### config.mk
export PLATFORM = sky130hd
export DESIGN_NAME = psl_divider
export DESIGN_NICKNAME = d
export VERILOG_FILES = /design/src/psl_divider.sv
export SDC_FILE = /design/constraint.sdc
export NUM_CORES = 1
export LEC_CHECK = 0
export BUFFER_PORTS_ARGS = -buffer_cell sky130_fd_sc_hd__buf_2
export CORE_ASPECT_RATIO = 0.6
export CORE_MARGIN = 2
export CORE_UTILIZATION = 35
export DETAILED_ROUTE_END_ITERATION = 8
export PLACE_DENSITY = 0.56
export SKIP_CTS_REPAIR_TIMING = 1
export SLEW_MARGIN = 5
export SYNTH_ARGS = -nofsm -noshare
export SYNTH_HDL_FRONTEND = slang
export SYNTH_SLANG_ARGS = --single-unit
### constraint.sdc
create_clock -name clk -period 7.7 [get_ports clk]
set_input_delay 1.54 -clock clk [delete_from_list [all_inputs] [get_ports clk]]
set_output_delay 1.54 -clock clk [all_outputs]
set_load 0.005 [all_outputs]
### src/psl_divider.sv
`default_nettype none
// ----------------------------------------------------------------------------
// psl_divider
// Restoring divider, one numerator bit per cycle. Quotient saturates at
// all ones when it does not fit in Q_W bits.
// ----------------------------------------------------------------------------
module psl_divider #(
    parameter int NUM_W = 69,
    parameter int DEN_W = 58,
    parameter int Q_W   = 40
) (
    input  wire logic             clk,
    input  wire logic             rst_n,
    input  wire logic             start,
    input  wire logic [NUM_W-1:0] num,
    input  wire logic [DEN_W-1:0] den,
    output logic                  done,
    output logic [Q_W-1:0]        quot
);
    localparam int CNT_W = $clog2(NUM_W);

    logic             busy_reg, busy_next;
    logic             done_reg, done_next;
    logic [CNT_W-1:0] cnt_reg, cnt_next;
    logic [NUM_W-1:0] num_reg, num_next;
    logic [DEN_W-1:0] den_reg, den_next;
    logic [DEN_W-1:0] rem_reg, rem_next;
    logic [Q_W-1:0]   q_reg, q_next;
    logic             sat_reg, sat_next;
    logic [DEN_W:0]   rem_sh;
    logic             ge;

    // one trial subtraction a cycle
    always_comb
    begin
        rem_sh    = {rem_reg, num_reg[NUM_W-1]};
        ge        = rem_sh >= {1'b0, den_reg};
        busy_next = busy_reg;
        done_next = 1'b0;
        cnt_next  = cnt_reg;
        num_next  = num_reg;
        den_next  = den_reg;
        rem_next  = rem_reg;
        q_next    = q_reg;
        sat_next  = sat_reg;
        if (start)
        begin
            busy_next = 1'b1;
            cnt_next  = CNT_W'(NUM_W - 1);
            num_next  = num;
            den_next  = den;
            rem_next  = '0;
            q_next    = '0;
            sat_next  = 1'b0;
        end
        else if (busy_reg)
        begin
            rem_next = ge ? DEN_W'(rem_sh - {1'b0, den_reg}) : DEN_W'(rem_sh);
            q_next   = {q_reg[Q_W-2:0], ge};
            num_next = {num_reg[NUM_W-2:0], 1'b0};
            if (ge && (int'(cnt_reg) >= Q_W))
                sat_next = 1'b1;
            if (cnt_reg == '0)
            begin
                busy_next = 1'b0;
                done_next = 1'b1;
            end
            else
                cnt_next = cnt_reg - 1'b1;
        end
    end

    always_ff @(posedge clk or negedge rst_n)
    begin
        if (!rst_n)
        begin
            busy_reg <= 1'b0;
            done_reg <= 1'b0;
            cnt_reg  <= '0;
        end
        else
        begin
            busy_reg <= busy_next;
            done_reg <= done_next;
            cnt_reg  <= cnt_next;
        end
    end

    always_ff @(posedge clk)
    begin
        num_reg <= num_next;
        den_reg <= den_next;
        rem_reg <= rem_next;
        q_reg   <= q_next;
        sat_reg <= sat_next;
    end

    assign done = done_reg;
    assign quot = sat_reg ? {Q_W{1'b1}} : q_reg;

endmodule
`default_nettype wire

# Yosys cells after proc, flatten, opt, wreduce, memory -nomap -nowiden
# Index checks and enable logic that the tools add are counted.
# Widths: inputs -> output; s select.
[totals]
elab_cells = 31
inputBits = 130
ff_bits = 235
[classes]
n_addsub = 2
n_mux = 13
eq_ne = 1
n_lt_le_gt_ge = 2
reduce_logical = 5
[ops]
columns = ["operator", "count"]
rows = [
  ["$mux 69", 2],
  ["$ge 59x58->1", 1],
  ["$mux 58", 1],
  ["$sub 58x58->58", 1],
  ["$mux 40", 1],
  ["$mux 7", 3],
  ["$ge 7x6->1 const B", 1],
  ["$logic_not 7->1", 1],
  ["$sub 7x1->7 const B", 1],
  ["$mux 1", 6],
  ["$reduce_and 2->1", 2],
  ["$ne 2x2->1 const B", 1],
  ["$reduce_bool 2->1", 1],
  ["$logic_and 1x1->1", 1],
]

# Logic depth before layout (Yosys ltp)
[logic_depth]
depth_word = 4
ltp_mapped = 16
mapped_depth_nobuf = 14

# Least setup slack after synthesis
# OpenSTA, ideal clock, no wires.
[synth_path]
kind = "in2reg"
startpoint = "input start"
endpoint = "register num_reg[0] (enable)"
path_slack_ns = 4.314
arrival_time_ns = 2.963
path_stages = 2
setup_time_ns = 0.423
path_cell_list = "nor2_1 -> inv_1"
[synth_via]
elab_chain_cells = 1
[synth_lines]
columns = ["element", "line_no", "rtl"]
rows = [
  ["start: declaration", "14", "input wire logic start,"],
  ["$reduce_bool 2->1 (no source line)", "-", ""],
  ["end signal: assignment", "91", "num_reg <= num_next;"],
  ["end: declaration", "25", "logic [NUM_W-1:0] num_reg, num_next;"],
]
# Every way passes these cells.
# A chain may end at the register's enable or synchronous reset.

# Final worst setup path
[layout_path]
startpoint = "register den_reg[21]"
endpoint = "register rem_reg[52]"
[layout_via]
elab_chain_cells = 2
elab_cells_between_ends = 3
[layout_lines]
columns = ["element", "line_no", "rtl"]
rows = [
  ["start: declaration", "26", "logic [DEN_W-1:0] den_reg, den_next;"],
  ["start signal: assignment", "92", "den_reg <= den_next;"],
  ["$sub 58x58->58 or $ge 59x58->1 (tied branches)", "58, 37", ""],
  ["$mux 58 (*)", "58", "rem_next = ge ? DEN_W'(rem_sh - {1'b0, den_reg}) : DEN_W'(rem_sh);"],
  ["end signal: assignment", "93", "rem_reg <= rem_next;"],
  ["end: declaration", "27", "logic [DEN_W-1:0] rem_reg, rem_next;"],
]
# Mark *: on every way between the ends. The rest lies on a longest branch, timed or not.

==> results.json <==
{
  "r2r_cells": 12,
  "outcome": "finished, final reports clean",
  "hold_path_class": "reg2reg",
  "grt_overflow": 0,
  "synth_nets": 1510,
  "ys_ff_latch": 235,
  "powerDensity_nw_per_um2": 340.8,
  "first_iter_violations": 848,
  "arrival_ns": 4.45,
  "tightest_slew_ns": 1.058,
  "rows": 54,
  "synthTopCellsByCount": "nor2_1, edfxtp_1, dfxtp_1",
  "leakagePower_nw": 6.691,
  "coreArea_sq_um": 36620,
  "grt_pass1_wl_microns": 54100,
  "clk_path_buf_depth": 3,
  "drv_cap": 0,
  "rsz0062_at_grt": "no",
  "hold_start": "q_reg[39]$_SDFFE_PP0P_",
  "antenna_left": 0,
  "fin_skew_ns": 0.02979,
  "async_flop_share_pct": 3.830,
  "grt_antenna_before_repair": 3,
  "first_pass_iters": 5,
  "seq_area_frac_synth_pct": 45.93,
  "yosys_warnings": 0,
  "area_delta_synth_final_pct": 15.53,
  "dieWidth_microns": 253.8,
  "dp_hpwl_microns": 24350,
  "numClockSinks": 235,
  "boundaryPins": 171,
  "synthDistinctLibCells": 73,
  "clk-insertion-delay-late_ns": 0.55,
  "netlist.area_leader.share_pct": 29.10,
  "syn_area_per_cell_sq_um": 9.938,
  "largest_reg_flops": 69,
  "multi_input_area_sq_um": 6445,
  "r2r_slack_ns": 3.65,
  "synth_edf_count": 127,
  "wl_microns": 34220,
  "whs_path_depth": 2,
  "wire_per_inst_microns": 17.31,
  "slew_headroom_pct": 29.36,
  "drive_gt1_share_pct": 22.98,
  "cts_root_buffer": "clkbuf_16",
  "hold_viol_final": 0,
  "synth_most_common_cell": "nor2_1",
  "path_class": "reg2reg",
  "finalWeightedCongestion": 0.8816,
  "die_h_microns": 153.9,
  "grt_max_degree": 107,
  "final_nets": 1646,
  "fp.dieArea_sq_um": 39070,
  "maxSlewViolCount": 0,
  "regArea_sq_um": 6025,
  "end_kind": "flop",
  "grt_use_total_pct": 17.33,
  "htreeDepth": 1,
  "cp.required_ns": 8.10,
  "final_cells": 1977,
  "r2r-end": "rem_reg[52]$_SDFFE_PP0P_",
  "numPlacedInstances": 1932,
  "drc": 0,
  "finalSetupViolCount": 0,
  "nFillCells": 3691,
  "cts_buffers": 25,
  "syn_inst": 1319,
  "peakVddDrop_uv": 160.2,
  "min_period_ns": 4.053,
  "portBuffers": 170,
  "ys.flop_type": "edfxtp_1",
  "synth.largest_area_cell": "edfxtp_1",
  "initial_core_util_pct": 35.79,
  "cts_tree": "built",
  "critPathLaunchType": "flop",
  "dr_total_vias": 10240,
  "finalSetupTns_ns": 0,
  "clkTransAtPathRegs_ns": 0.07,
  "holdPathEnd": "q_reg[39]$_SDFFE_PP0P_",
  "crit_path_max_fanout": 52,
  "netlist_top_cells_area": "edfxtp_1, dfxtp_1, mux2_2",
  "r2r_start": "den_reg[21]$_DFFE_PP_",
  "syn_area_sq_um": 13110,
  "max_freq_mhz": 246.8,
  "final.period_utilization_pct": 52.63,
  "viasPerCell": 5.182,
  "grt_pass1_vias": 9722
}
==> final cells by class <==
| class | instances | area share, % |
|---|---|---|
| multi-input cells | 932 | 42.56 |
| flip-flops and latches | 235 | 39.78 |
| repair buffers | 179 | 6.122 |
| clock buffers | 33 | 4.610 |
| well taps | 504 | 4.164 |
| inverters | 82 | 2.033 |
| clock inverters | 10 | 0.6940 |
| diodes | 2 | 0.03305 |
==> critical path: stages, from the launching register on <==
cell       delay, ns
edfxtp_1        0.32
inv_1           0.04
ha_1            0.40
nand4_1         0.25
or3_1           0.49
a2111oi_4       0.48
o2111ai_1       0.20
a21o_1          0.25
nand2_4         0.56
buf_4           0.46
nor2_1          0.08
a311oi_1        0.26
nor3_1          0.08
==> metrics by stage <==
step	power, mW	instance area [sq um]	hold slack [ns]	util (%)	setup WS [ns]
CTS	5.183	15140	0.4973	41.34	3.743
global placement	3.920	14340	0.4654	39.15	3.665
floorplan	3.371	13110	0.4516	-	4.314
finish	5.161	15140	0.4977	41.35	3.647
detailed placement	3.934	14340	0.4837	39.15	3.630
global route	5.529	15140	0.5136	41.35	3.310
==> layout by cell type, fill, tap and decap left out, types with 8 or more instances in the layout <==
master     instances
buf_2            169
nor2_1           152
edfxtp_1         127
dfxtp_1           99
nand2_1           89
inv_1             80
a21oi_1           72
mux2_2            68
mux2i_1           67
ha_1              60
or2_2             43
o21ai_0           42
a211oi_1          31
nand3_1           31
xnor2_1           28
clkbuf_16         27
a21o_1            25
xor2_1            21
nor3_1            17
a311oi_1          17
nand4_1           15
o21ai_1           15
a31oi_1           15
o21bai_1          11
buf_4              9
and3_1             8
or3_1              8
dfrtp_1            8
==> logic make-up after synthesis <==
| family | after synthesis | synth area share, % |
|---|---|---|
| adder cells (fa/ha/maj) | 61 | 5.880 |
| multiplexers | 138 | 11.22 |
| flip-flops | 235 | 45.93 |
| buffers and inverters | 152 | 4.897 |
| AND/OR/NAND/NOR | 402 | 14.35 |
| XOR/XNOR | 49 | 3.274 |
| AO/OA/AOI/OAI | 282 | 14.45 |
==> how the worst max path moves through the flow <==
stage	start	end	slack (ns)	depth (start not counted)
final	den_reg[21]$_DFFE_PP_	rem_reg[52]$_SDFFE_PP0P_	3.65	12
after global routing	den_reg[27]$_DFFE_PP_	rem_reg[53]$_SDFFE_PP0P_	3.31	12
after detailed placement	start	rem_reg[57]$_SDFFE_PP0P_	3.63	6
after floorplan	start	num_reg[0]$_SDFFCE_PN0P_	4.31	2
after global placement	start	rem_reg[57]$_SDFFE_PP0P_	3.66	6
after CTS	den_reg[55]$_DFFE_PP_	rem_reg[52]$_SDFFE_PP0P_	3.74	13
==> where the power goes <==
part,internal (mW),switching [mW],leakage (nW)
combinational,0.945,1.29,4.08
sequential,1.55,0.169,2.21
clock,0.703,0.510,0.396
==> per-layer routing <==
metal / vias to the layer above / share of wire (%) / GRT usage, %
met5: - / 0.038 / 0
met4: 2 / 1.6 / 3.725
met3: 37 / 6.9 / 3.470
met2: 308 / 39 / 23.73
met1: 4863 / 53 / 27.48
li1: 5034 / - / -
Power figures use the tool's default switching activity.
